<file path="src/rta_pkg.sv">
`timescale 1ns / 1ps
// ----------------------------------------------------------------------------
// rta_pkg: shared types and constants of the route table with aging
// Mode and status codes, register indexes, the stored entry layout, the
// store control group and the link metric function.
// ----------------------------------------------------------------------------
package rta_pkg;

  // Default table depth
  localparam int TABLE_ENTRIES_DEF = 32;

  // Field widths
  localparam int NODE_W  = 16;
  localparam int HOPS_W  = 8;
  localparam int SIG_W   = 8;
  localparam int TIME_W  = 32;
  localparam int CNT_W   = 6;
  localparam int CFG_W   = 32;
  localparam int CIDX_W  = 1;

  // Metric width: signed 8 bit minus up to 255 * 10
  localparam int METRIC_W = 13;

  // Saturation limit of the prune count
  localparam logic [CNT_W-1:0] COUNT_MAX = '1;

  // Register indexes of the configuration port
  localparam logic [CIDX_W-1:0] CFG_LOCAL_ID      = 1'b0;
  localparam logic [CIDX_W-1:0] CFG_STALE_TIMEOUT = 1'b1;

  // Reset values of the registers
  localparam logic [NODE_W-1:0] LOCAL_ID_RST      = '0;
  localparam logic [TIME_W-1:0] STALE_TIMEOUT_RST = 32'd30000;

  // Transaction modes (the fourth code has no meaning)
  localparam logic [1:0] MODE_BEACON = 2'd0;
  localparam logic [1:0] MODE_LOOKUP = 2'd1;
  localparam logic [1:0] MODE_PRUNE  = 2'd2;

  // Result status codes
  localparam logic [1:0] STAT_OK   = 2'd0;
  localparam logic [1:0] STAT_SELF = 2'd1;
  localparam logic [1:0] STAT_FULL = 2'd2;
  localparam logic [1:0] STAT_MISS = 2'd3;

  // Sequencer states
  typedef enum logic [1:0] {
    ST_IDLE,
    ST_SCAN,
    ST_LAST,
    ST_COMMIT
  } rta_state_t;

  // One table entry as stored in memory
  typedef struct packed {
    logic [NODE_W-1:0] key;
    logic [NODE_W-1:0] next_hop;
    logic [HOPS_W-1:0] hops;
    logic [SIG_W-1:0]  signal;
    logic [TIME_W-1:0] stamp;
  } rta_entry_t;

  // Control group from the sequencer to the entry store
  typedef struct packed {
    logic rd_en;
    logic wr_en;
    logic set_valid;
    logic clr_valid;
  } rta_ctl_t;

  // Link metric: signal - 10 * hops, hop weight built from two shifts
  function automatic logic signed [METRIC_W-1:0] link_metric(
    input logic [SIG_W-1:0]  sig,
    input logic [HOPS_W-1:0] hops
  );
    logic signed [METRIC_W-1:0] sig_x;
    logic [METRIC_W-2:0]        weight;
    sig_x  = METRIC_W'(signed'(sig));
    weight = {1'b0, hops, 3'b000} + {3'b000, hops, 1'b0};
    return sig_x - signed'({1'b0, weight});
  endfunction

endpackage

</file>
<file path="src/route_table_with_aging.sv">
`timescale 1ns / 1ps
// ----------------------------------------------------------------------------
// route_table_with_aging: neighbor route table with timeout aging
// Beacons insert or refresh a route keyed by node id, lookups return the
// next hop, prunes drop entries older than the stale timeout.
//
//   channel   handshake             payload
//   -------   -------------------   ----------------------------------------
//   input     start & !busy         in_mode, in_sender_node, in_hop_total,
//                                   in_signal_strength, in_wanted_dest,
//                                   in_now_ms
//   result    out_valid (1 cycle)   out_status, out_found, out_next_hop,
//                                   out_removed_count
//   config    cfg_valid & cfg_ready cfg_index, cfg_data
//
// A beacon, lookup or prune goes from accept through the scan state, which
// reads every entry in turn, the last state, which compares the last entry,
// the commit state and the strobe. Entries pass one per cycle through a
// single compare unit.
// A beacon from this node or an unused mode skips the pass to the commit state.
// busy rises after accept and drops in the strobe cycle, so the next
// transaction can be taken at the edge that ends the strobe.
// Reset is synchronous: it clears the valid flags and the registers, with no
// clearing pass. The receiver cannot stall results; cfg_ready is always high.
// ----------------------------------------------------------------------------
module route_table_with_aging #(
  parameter int TABLE_ENTRIES = rta_pkg::TABLE_ENTRIES_DEF
) (
  input  logic                        clk,
  input  logic                        rst_n,
  // input channel
  input  logic                        start,
  output logic                        busy,
  input  logic [1:0]                  in_mode,
  input  logic [rta_pkg::NODE_W-1:0]  in_sender_node,
  input  logic [rta_pkg::HOPS_W-1:0]  in_hop_total,
  input  logic signed [rta_pkg::SIG_W-1:0] in_signal_strength,
  input  logic [rta_pkg::NODE_W-1:0]  in_wanted_dest,
  input  logic [rta_pkg::TIME_W-1:0]  in_now_ms,
  // result channel
  output logic                        out_valid,
  output logic [1:0]                  out_status,
  output logic                        out_found,
  output logic [rta_pkg::NODE_W-1:0]  out_next_hop,
  output logic [rta_pkg::CNT_W-1:0]   out_removed_count,
  // configuration port
  input  logic                        cfg_valid,
  output logic                        cfg_ready,
  input  logic [rta_pkg::CIDX_W-1:0]  cfg_index,
  input  logic [rta_pkg::CFG_W-1:0]   cfg_data
);
  import rta_pkg::*;

  localparam int IDX_W = (TABLE_ENTRIES > 1) ? $clog2(TABLE_ENTRIES) : 1;
  localparam logic [IDX_W-1:0] LAST_IDX = IDX_W'(TABLE_ENTRIES - 1);

  rta_state_t state_r, state_nxt;

  // configuration registers
  logic [NODE_W-1:0] local_id_r;
  logic [TIME_W-1:0] timeout_r;

  // latched transaction
  logic [1:0]        mode_r;
  logic [NODE_W-1:0] key_r;
  logic [HOPS_W-1:0] hops_r;
  logic [SIG_W-1:0]  sig_r;
  logic [TIME_W-1:0] now_r;
  logic              self_r;

  // scan state
  logic [IDX_W-1:0]  idx_r;
  logic [IDX_W-1:0]  cmp_idx_r;
  logic              cmp_on_r;
  logic              hit_r;
  logic              upd_r;
  logic [IDX_W-1:0]  hit_idx_r;
  logic [NODE_W-1:0] hop_r;
  logic              free_r;
  logic [IDX_W-1:0]  free_idx_r;
  logic [CNT_W-1:0]  cnt_r;

  // result registers
  logic              out_valid_r;
  logic [1:0]        out_status_r;
  logic              out_found_r;
  logic [NODE_W-1:0] out_next_hop_r;
  logic [CNT_W-1:0]  out_removed_r;

  // store interface
  rta_ctl_t          ctl;
  logic [IDX_W-1:0]  wr_idx;
  rta_entry_t        wr_ent;
  rta_entry_t        rd_ent;
  logic              cmp_vld;

  // compare unit
  logic              accept;
  logic              skip;
  logic              hit_now;
  logic              free_now;
  logic              stale;
  logic              metric_ge;
  logic [TIME_W-1:0] age;

  // result of the commit cycle
  logic [1:0]        res_status;
  logic              res_found;
  logic [NODE_W-1:0] res_next_hop;
  logic [CNT_W-1:0]  res_removed;

  assign accept    = start && (state_r == ST_IDLE);
  assign busy      = (state_r != ST_IDLE);
  assign cfg_ready = 1'b1;

  // no table pass for a beacon from self or an unused mode
  assign skip = !((in_mode == MODE_LOOKUP) || (in_mode == MODE_PRUNE) ||
                  ((in_mode == MODE_BEACON) && (in_sender_node != local_id_r)));

  // entry store
  rta_store #(
    .TABLE_ENTRIES (TABLE_ENTRIES),
    .IDX_W         (IDX_W)
  ) u_store (
    .clk     (clk),
    .rst_n   (rst_n),
    .ctl     (ctl),
    .rd_idx  (idx_r),
    .cmp_idx (cmp_idx_r),
    .wr_idx  (wr_idx),
    .wr_ent  (wr_ent),
    .rd_ent  (rd_ent),
    .cmp_vld (cmp_vld)
  );

  // shared compare unit: key match, age test, metric test on the entry read
  assign age       = now_r - rd_ent.stamp;
  assign hit_now   = cmp_on_r && cmp_vld && (rd_ent.key == key_r);
  assign free_now  = cmp_on_r && !cmp_vld;
  assign stale     = cmp_on_r && cmp_vld && (age > timeout_r);
  assign metric_ge = link_metric(sig_r, hops_r) >= link_metric(rd_ent.signal, rd_ent.hops);

  // configuration registers
  always_ff @(posedge clk) begin
    if (!rst_n) begin
      local_id_r <= LOCAL_ID_RST;
      timeout_r  <= STALE_TIMEOUT_RST;
    end else if (cfg_valid && cfg_ready) begin
      case (cfg_index)
        CFG_LOCAL_ID:      local_id_r <= cfg_data[NODE_W-1:0];
        CFG_STALE_TIMEOUT: timeout_r  <= cfg_data[TIME_W-1:0];
        default: ;
      endcase
    end
  end

  // state register
  always_ff @(posedge clk) begin
    if (!rst_n) begin
      state_r <= ST_IDLE;
    end else begin
      state_r <= state_nxt;
    end
  end

  // next state, store control and commit result
  always_comb begin
    state_nxt    = state_r;
    ctl          = '0;
    wr_idx       = free_idx_r;
    wr_ent       = '{key: key_r, next_hop: key_r, hops: hops_r, signal: sig_r,
                     stamp: now_r};
    res_status   = STAT_OK;
    res_found    = 1'b0;
    res_next_hop = '0;
    res_removed  = '0;
    ctl.clr_valid = (mode_r == MODE_PRUNE) && stale;
    case (state_r)
      ST_IDLE: begin
        if (accept) begin
          state_nxt = skip ? ST_COMMIT : ST_SCAN;
        end
      end
      ST_SCAN: begin
        ctl.rd_en = 1'b1;
        if (idx_r == LAST_IDX) begin
          state_nxt = ST_LAST;
        end
      end
      ST_LAST: begin
        state_nxt = ST_COMMIT;
      end
      ST_COMMIT: begin
        state_nxt = ST_IDLE;
        case (mode_r)
          MODE_BEACON: begin
            if (self_r) begin
              res_status = STAT_SELF;
            end else if (hit_r) begin
              wr_idx     = hit_idx_r;
              ctl.wr_en  = upd_r;
            end else if (free_r) begin
              ctl.wr_en     = 1'b1;
              ctl.set_valid = 1'b1;
            end else begin
              res_status = STAT_FULL;
            end
          end
          MODE_LOOKUP: begin
            if (hit_r) begin
              res_found    = 1'b1;
              res_next_hop = hop_r;
            end else begin
              res_status = STAT_MISS;
            end
          end
          MODE_PRUNE: begin
            res_removed = cnt_r;
          end
          default: ;
        endcase
      end
      default: state_nxt = ST_IDLE;
    endcase
  end

  // scan pipeline control
  always_ff @(posedge clk) begin
    if (!rst_n) begin
      cmp_on_r <= 1'b0;
    end else begin
      cmp_on_r <= (state_r == ST_SCAN);
    end
  end

  // transaction latch and scan bookkeeping
  always_ff @(posedge clk) begin
    cmp_idx_r <= idx_r;
    if (accept) begin
      mode_r <= in_mode;
      key_r  <= (in_mode == MODE_LOOKUP) ? in_wanted_dest : in_sender_node;
      hops_r <= in_hop_total;
      sig_r  <= in_signal_strength;
      now_r  <= in_now_ms;
      self_r <= (in_sender_node == local_id_r);
      idx_r  <= '0;
      hit_r  <= 1'b0;
      free_r <= 1'b0;
      cnt_r  <= '0;
    end else begin
      if (state_r == ST_SCAN) begin
        idx_r <= idx_r + 1'b1;
      end
      // first matching entry
      if (hit_now && !hit_r) begin
        hit_r     <= 1'b1;
        hit_idx_r <= cmp_idx_r;
        upd_r     <= metric_ge || (rd_ent.next_hop == key_r);
        hop_r     <= rd_ent.next_hop;
      end
      // lowest free slot
      if (free_now && !free_r) begin
        free_r     <= 1'b1;
        free_idx_r <= cmp_idx_r;
      end
      // saturating prune count
      if ((mode_r == MODE_PRUNE) && stale && (cnt_r != COUNT_MAX)) begin
        cnt_r <= cnt_r + 1'b1;
      end
    end
  end

  // result registers
  always_ff @(posedge clk) begin
    if (!rst_n) begin
      out_valid_r <= 1'b0;
    end else begin
      out_valid_r <= (state_r == ST_COMMIT);
    end
  end

  always_ff @(posedge clk) begin
    if (state_r == ST_COMMIT) begin
      out_status_r   <= res_status;
      out_found_r    <= res_found;
      out_next_hop_r <= res_next_hop;
      out_removed_r  <= res_removed;
    end
  end

  assign out_valid         = out_valid_r;
  assign out_status        = out_status_r;
  assign out_found         = out_found_r;
  assign out_next_hop      = out_next_hop_r;
  assign out_removed_count = out_removed_r;

`ifndef NO_ASSERTIONS
  // a result is shown only once the block is free again
  a_out_idle: assert property (@(posedge clk) disable iff (!rst_n)
    out_valid |-> !busy)
    else $error("result strobe while busy");

  // an accepted transaction makes the block busy
  a_accept_busy: assert property (@(posedge clk) disable iff (!rst_n)
    (start && !busy) |=> busy)
    else $error("accepted transaction did not raise busy");

  // a found route always reports plain success
  a_found_ok: assert property (@(posedge clk) disable iff (!rst_n)
    (out_valid && out_found) |-> (out_status == STAT_OK && mode_r == MODE_LOOKUP))
    else $error("found flag outside a successful lookup");

  // only a prune removes entries
  a_removed_prune: assert property (@(posedge clk) disable iff (!rst_n)
    (out_valid && (out_removed_count != '0)) |-> (mode_r == MODE_PRUNE))
    else $error("removed count outside a prune");

  // table writes happen only in the commit cycle
  a_write_commit: assert property (@(posedge clk) disable iff (!rst_n)
    ctl.wr_en |-> (state_r == ST_COMMIT && mode_r == MODE_BEACON))
    else $error("table write outside beacon commit");
`endif

endmodule

</file>
<file path="src/rta_store.sv">
`timescale 1ns / 1ps
// ----------------------------------------------------------------------------
// rta_store: entry memory and valid bits
// One memory of packed entries with a registered read port and one write
// port, plus a valid flag per entry that reset clears.
// ----------------------------------------------------------------------------
module rta_store #(
  parameter int TABLE_ENTRIES = rta_pkg::TABLE_ENTRIES_DEF,
  parameter int IDX_W         = (TABLE_ENTRIES > 1) ? $clog2(TABLE_ENTRIES) : 1
) (
  input  logic                 clk,
  input  logic                 rst_n,
  input  rta_pkg::rta_ctl_t    ctl,
  input  logic [IDX_W-1:0]     rd_idx,
  input  logic [IDX_W-1:0]     cmp_idx,
  input  logic [IDX_W-1:0]     wr_idx,
  input  rta_pkg::rta_entry_t  wr_ent,
  output rta_pkg::rta_entry_t  rd_ent,
  output logic                 cmp_vld
);
  import rta_pkg::*;

  rta_entry_t               mem [TABLE_ENTRIES];
  rta_entry_t               rd_ent_r;
  logic [TABLE_ENTRIES-1:0] vld_r;

  // Memory: one write, one registered read
  always_ff @(posedge clk) begin
    if (ctl.wr_en) begin
      mem[wr_idx] <= wr_ent;
    end
    if (ctl.rd_en) begin
      rd_ent_r <= mem[rd_idx];
    end
  end

  // Valid flags: set on insert, cleared by prune
  always_ff @(posedge clk) begin
    if (!rst_n) begin
      vld_r <= '0;
    end else begin
      if (ctl.set_valid) begin
        vld_r[wr_idx] <= 1'b1;
      end
      if (ctl.clr_valid) begin
        vld_r[cmp_idx] <= 1'b0;
      end
    end
  end

  assign rd_ent  = rd_ent_r;
  assign cmp_vld = vld_r[cmp_idx];

endmodule

</file>
<file path="config.mk">
export PLATFORM = sky130hd
export DESIGN_NAME = route_table_with_aging
export DESIGN_NICKNAME = d
export VERILOG_FILES = /design/src/rta_pkg.sv /design/src/route_table_with_aging.sv /design/src/rta_store.sv
export SDC_FILE = /design/constraint.sdc
export NUM_CORES = 2
export LEC_CHECK = 0
export BUFFER_PORTS_ARGS = -buffer_cell sky130_fd_sc_hd__buf_2
export CAP_MARGIN = 20
export CORE_ASPECT_RATIO = 0.7
export CORE_MARGIN = 2
export CORE_UTILIZATION = 45
export CTS_CLUSTER_DIAMETER = 60
export DETAILED_ROUTE_END_ITERATION = 7
export GPL_TIMING_DRIVEN = 0
export SYNTH_ARGS = -nofsm -noshare
export SYNTH_HDL_FRONTEND = slang
export SYNTH_SLANG_ARGS = --single-unit
</file>
<file path="constraint.sdc">
create_clock -name clk -period 8 [get_ports clk]
set_input_delay 1.2 -clock clk [delete_from_list [all_inputs] [get_ports clk]]
set_output_delay 1.2 -clock clk [all_outputs]
set_load 0.05 [all_outputs]
</file>
---- After elaboration in Yosys (flattened, before gate mapping) ----
Memories as Yosys holds them, arrays and structs flattened. A register that Yosys moved wholly into a read port is not among the register bits.
Index checks and enable logic that the tools add are counted.
storage, ports and cells
  ROM bits ................................ 0
  RAM bits ................................ 2560
  bits of input ports ..................... 119
  latch bits .............................. 0
  flip-flop bits (word level) ............. 221
  memories kept ........................... 1
  output and inout bits ................... 28
operators by class
  $add $sub $neg .......................... 7
  order comparisons ....................... 6
  shift operators ......................... 0
  div/mod/pow operators ................... 0
  $mul .................................... 0
  eq/ne operators ......................... 15
  bitwise gates (word level) .............. 5
  muxes and demuxes ....................... 33
  reduce and logical (&&, ||, !) cells .... 28
memory list
  name         words  bits a word  rd ports  clocked after memory_dff  write ports  line             text
  u_store.mem  32     80           1         1                         1            rta_store.sv:23  rta_entry_t mem [TABLE_ENTRIES];
operators with widths
  cell                   count
  $mux W32               3
  $eq A16 B16 Y1         3
  $and A32 B32 Y32       1
  $gt A32 B32 Y1         1
  $not A32 Y32           1
  $or A32 B32 Y32        1
  $sub A32 B32 Y32       1
  $sub A8 B13 Y13        2
  $add A11 B9 Y12        2
  $mux W2                11
  $mux W5                4
  $mux W16               1
  $ne A16 B16 Y1         1
  $ge A13 B13 Y1         1
  $logic_and A1 B1 Y1    12
  $lt A5 B6 Y1 const B   2
  $reduce_and A2 Y1      6
  $demux W1 S5           2
  $ge A5 B1 Y1 const B   2
  $mux W1                9
  $eq A2 B2 Y1 const B   4
  $pmux W2 S4            1
  $add A6 B1 Y6 const B  1
  $eq A2 B1 Y1 const B   3
  11 further kinds       19

---- Logic depth before layout (Yosys ltp) ----
  depth after elaboration ................. 13
  depth in mapped cells ................... 25

---- By module ----
A second synthesis with hierarchy kept.
second synthesis, totals
  cell total of the unflattened synthesis .. 5832
  area total of the unflattened synthesis .. 112599.2 um2
modules (own cells, without submodules)
  module                  cells each  instances  area an instance (um2)
  rta_store               4742        1          101373.5
  route_table_with_aging  1090        1          11225.8

---- Worst setup path before layout ----
Ideal clock, no wire load.
  kind .................................... register to register
  start ................................... register state_r[0]
  end ..................................... memory u_store.mem[24][0] (netlist bit) (enable)
  required time ........................... 7513 ps
  slack ................................... 2162 ps
  buffers on the path ..................... 2
  clock period less this slack ............ 5838 ps
  cell stages (with the launch flop) ...... 9
  setup time .............................. 487 ps
  data arrival time ....................... 5352 ps
  cells stage by stage .................... dfxtp_1 ha_1 nor3b_1 nand3b_1 buf_2 mux2i_1 or3b_2 clkbuf_1 nor2_1
between the ends
  cells in the longest elaborated chain, start to end .. 4
RTL lines
  what                           line                           text
  start, declared                route_table_with_aging.sv:57   rta_state_t state_r, state_nxt;
  start signal, assigned         route_table_with_aging.sv:162  state_r <= state_nxt;
  $eq A2 B2 Y1 *                 route_table_with_aging.sv:178  case (state_r)
  $mux W2                        route_table_with_aging.sv:178
  $mux W1                        rta_store.sv:29                if (ctl.wr_en) begin
  $mux W1 (implied by the code)  rta_store.sv:30                mem[wr_idx] <= wr_ent;
  end, declared                  rta_store.sv:23
Mark *: on every way between the ends. The rest lies on a longest branch, timed or not.

---- Worst setup path in the final report ----
  start ................................... register now_r[0]
  end ..................................... register u_store.vld_r[3]
between the ends
  cells in the longest elaborated chain, start to end .. 5
RTL lines
  what                           line                           text
  start, declared                route_table_with_aging.sv:68   logic [TIME_W-1:0] now_r;
  start signal, assigned         route_table_with_aging.sv:244  now_r <= in_now_ms;
  $sub A32 B32 Y32               route_table_with_aging.sv:137  assign age = now_r - rd_ent.stamp;
  $gt A32 B32 Y1                 route_table_with_aging.sv:140  assign stale = cmp_on_r && cmp_vld && (age > timeout_r);
  $logic_and A1 B1 Y1            route_table_with_aging.sv:140
  $logic_and A1 B1 Y1            route_table_with_aging.sv:177  ctl.clr_valid = (mode_r == MODE_PRUNE) && stale;
  $mux W32                       rta_store.sv:45                if (ctl.clr_valid) begin
  end signal, assigned           rta_store.sv:40                vld_r <= '0;
  end signal, assigned by index  rta_store.sv:43                vld_r[wr_idx] <= 1'b1;
  end signal, assigned by index  rta_store.sv:46                vld_r[cmp_idx] <= 1'b0;
  end, declared                  rta_store.sv:25                logic [TABLE_ENTRIES-1:0] vld_r;
No other way between the ends.
A chain may end at the register's enable or synchronous reset.

==> out/metrics.yaml <==
slew_headroom: 0.2224
intPower_mw: 23.87
cts_hold_buffers: 0
vdd_drop_max_mv: 0.2821
drv_slew: 0
clk_latency_ns: 0.87
synth_cells: 4263
async_reset_ff_frac: 0
cp.required_ns: 8.65
whs_ns: 0.3757
core_um2: 202500
grt-ovfl-total: 0
grt_pass1_wl_mm: 351.8
rr_startpoint: "now_r[0]$_DFFE_PP_"
fin_worst_skew_ns: 0.07274
vias_per_cell: 6.034
grt_most_used_layer: "met1"
die_area_um2: 207900
p_sw_mw: 9.990
synth_ff_type: "edfxtp_1"
critPathMaxFanout: 33
rsz0062_at_grt: "false"
rows: 138
grt_max_degree: 43
place.gp.congestion: 0.8448
yosysUniqueCellTypes: 67
hpwl_mm: 165.8
worst-setup-path-type: "reg2reg"
clkSinkCount: 2333
final_common_cell: "edfxtp_1"
drive_gt1_frac: 0.2962
finalInstanceArea_um2: 108100
power_frac_comb: 0.276
endpoint_kind: "flip-flop"
htreeDepth: 4
sw_frac_of_total: 0.2950
globalRouteMet2Util: 0.3357
critPathLaunchType: "flip-flop"
hold_viol_final: 0
firstDrtPassIters: 7
run_status: "finished clean"
setup_viol: 0
power_frac_clock: 0.297
place_area_um2: 99650
synth_nets: 4507
ant_nets: 0
cts_resized: 0
max_slew.worst_pin.slew_ns: 1.166
totalWireLength_mm: 252.4
cts_setup_buffers: 0
grt_use_total: 0.2422
fmax_mhz: 135.4
fin_crit_sh: 0.9233
critPathArrivalTime_ns: 8.04
numCtsBuffers: 219
drc: 0
cap_viol_max_count: 0
die_h_um: 382.1
wl_per_cell_um: 32.47
gr-usage-met3: 0.05561
drt_iter0_markers: 7128
grt_pass1_vias: 45040
cts.root.buffer_cell: "clkbuf_16"
start_util: 0.4537
min_from: "idx_r[2]$_SDFFE_PP0P_"
ios: 147
area_growth_pct: 17.59
numPortBuffers: 144
vias: 46900
hp-class: "reg2reg"
cts_tree: "yes"
netlist_area_um2: 91890
final_cell_mix: "edfxtp_1, mux4_2, clkbuf_16"
p_seq_frac: 0.428
fin_nets: 5112
antenna_found_initial: 12
ys_seq_area_frac: 0.7513
syn_avg_cell_area_um2: 21.56
ys_warn_count: 0
period_minus_slack_ns: 7.386
synth_seq_cells: 2333
path_clk_slew_ns: 0.07
pwr_density_cell_nw_per_um2: 313.3
cp-startpoint: "now_r[0]$_DFFE_PP_"
use_met1: 0.3897
clk_path_buf_depth: 4
die_w_um: 544.1
synth_edf_count: 2231
p_total_mw: 33.86
p_leak_nw: 34.08
==> worst paths after layout <==
check	cells after the start	slack, ns	end
hold / removal	0	0.38	cmp_idx_r[2]$_DFF_P_
setup / recovery	21	0.61	u_store.vld_r[3]$_SDFF_PN0_
setup reg to reg	21	0.61	u_store.vld_r[3]$_SDFF_PN0_
hold reg to reg	0	0.38	cmp_idx_r[2]$_DFF_P_
==> synthesized netlist by cell type (3+ instances only) <==
cell type | n | area [um2]
o21bai_1 | 5 | 37.54
nor2b_1 | 19 | 118.9
o21ai_0 | 67 | 335.3
a31oi_1 | 34 | 212.7
and3_1 | 4 | 25.02
nand2_1 | 131 | 491.7
a21o_1 | 26 | 195.2
dfxtp_1 | 102 | 2042
mux4_2 | 648 | 14590
fa_1 | 5 | 100.1
mux2i_1 | 8 | 80.08
nand3b_1 | 3 | 22.52
xnor2_1 | 74 | 648.1
o211ai_1 | 9 | 67.56
nor4_1 | 4 | 25.02
buf_2 | 8 | 40.04
clkbuf_1 | 132 | 495.5
nand4_1 | 25 | 156.4
nor3b_1 | 6 | 45.04
o21a_1 | 7 | 52.55
mux2_2 | 82 | 923.4
nor2_1 | 130 | 488.0
a21oi_1 | 55 | 275.3
o41ai_1 | 3 | 26.28
or3b_2 | 3 | 26.28
a21boi_0 | 44 | 330.3
nand3_1 | 16 | 80.08
inv_1 | 105 | 394.1
a211oi_1 | 3 | 22.52
ha_1 | 120 | 1501
and2_1 | 27 | 168.9
xor2_1 | 23 | 201.4
edfxtp_1 | 2231 | 66990
nand2b_1 | 12 | 75.07
a22oi_1 | 4 | 30.03
nor3_1 | 5 | 25.02
buf_1 | 48 | 180.2
==> sequential cells by signal, indices dropped and copies added, names as in the netlist, 2 cells and up <==
name	count
cmp_idx_r	5
cnt_r	6
free_idx_r	5
hit_idx_r	5
hop_r	16
hops_r	8
idx_r	5
key_r	16
local_id_r	16
mode_r	2
now_r	32
out_next_hop	16
out_removed_count	6
out_status	2
sig_r	8
state_r	2
timeout_r	32
u_store.mem	2048
u_store.rd_ent	64
u_store.vld_r	32
==> area by class of cell <==
type,count,area [um2]
multi-input combinational,1636,22010
antenna,6,15.01
fill,15480,94480
timing repair buffer,384,5749
sequential,2333,69040
clock inverter,111,919.6
clock buffer,279,5778
tap,2730,3416
inverter,105,394.1
buffer,189,743.2
==> through the flow <==
stage                 util  worst slack, ns  instances  TNS [ns]
floorplan                -            2.162       4263         0
global placement    0.4741           -3.661       7137  -5845.14
detailed placement  0.4920           0.9627       7301         0
CTS                 0.5251           0.9080       7691         0
global route        0.5335           0.3421       7767         0
finish              0.5335           0.6140       7773         0
==> worst max-delay path: stages (launching register included) <==
cell	delay [ns]
edfxtp_1	0.99
inv_1	0.12
ha_1	0.34
nor2b_1	0.18
o2111ai_1	0.16
a211o_1	0.32
a21oi_1	0.91
o21ai_0	0.27
a21boi_0	0.40
nor3_1	0.09
o21bai_1	0.30
a21oi_1	0.14
xnor2_1	0.89
ha_1	0.25
nand3_1	0.10
nor2_1	0.16
o311a_1	0.19
o41ai_1	0.08
a21oi_1	0.34
buf_2	0.34
buf_1	0.41
a31oi_1	0.16
==> layer usage <==
metal	wire, um	vias up	share of wire
met5	26	-	0.00010
met4	4987	4	0.020
met3	26970	331	0.11
met2	106800	2494	0.42
met1	113600	25150	0.45
li1	-	18920	-
==> power groups by stage <==
stage               Clock, mW  Sequential [mW]  Combinational (mW)
finish                   10.0             14.5                9.33
CTS                      10.2             14.8                8.61
detailed placement          0             15.1                8.55
global placement            0             15.1                8.23
floorplan                   0             14.8                5.55
global route             10.7             14.5                9.97
==> logic make-up (layout without fill, tap and decap cells) <==
| logic type | after synthesis | in the layout | synth area share |
|---|---|---|---|
| mux | 738 | 738 | 0.1697 |
| other cells | 1 | 7 | 0.00004081 |
| simple gates | 393 | 393 | 0.01980 |
| buf+inv | 294 | 1068 | 0.01216 |
| xor+xnor | 97 | 97 | 0.009245 |
| flops | 2333 | 2333 | 0.7513 |
| fa+ha+maj | 125 | 125 | 0.01743 |
| compound gates | 282 | 282 | 0.02034 |
(Power assumes the default switching activity.)
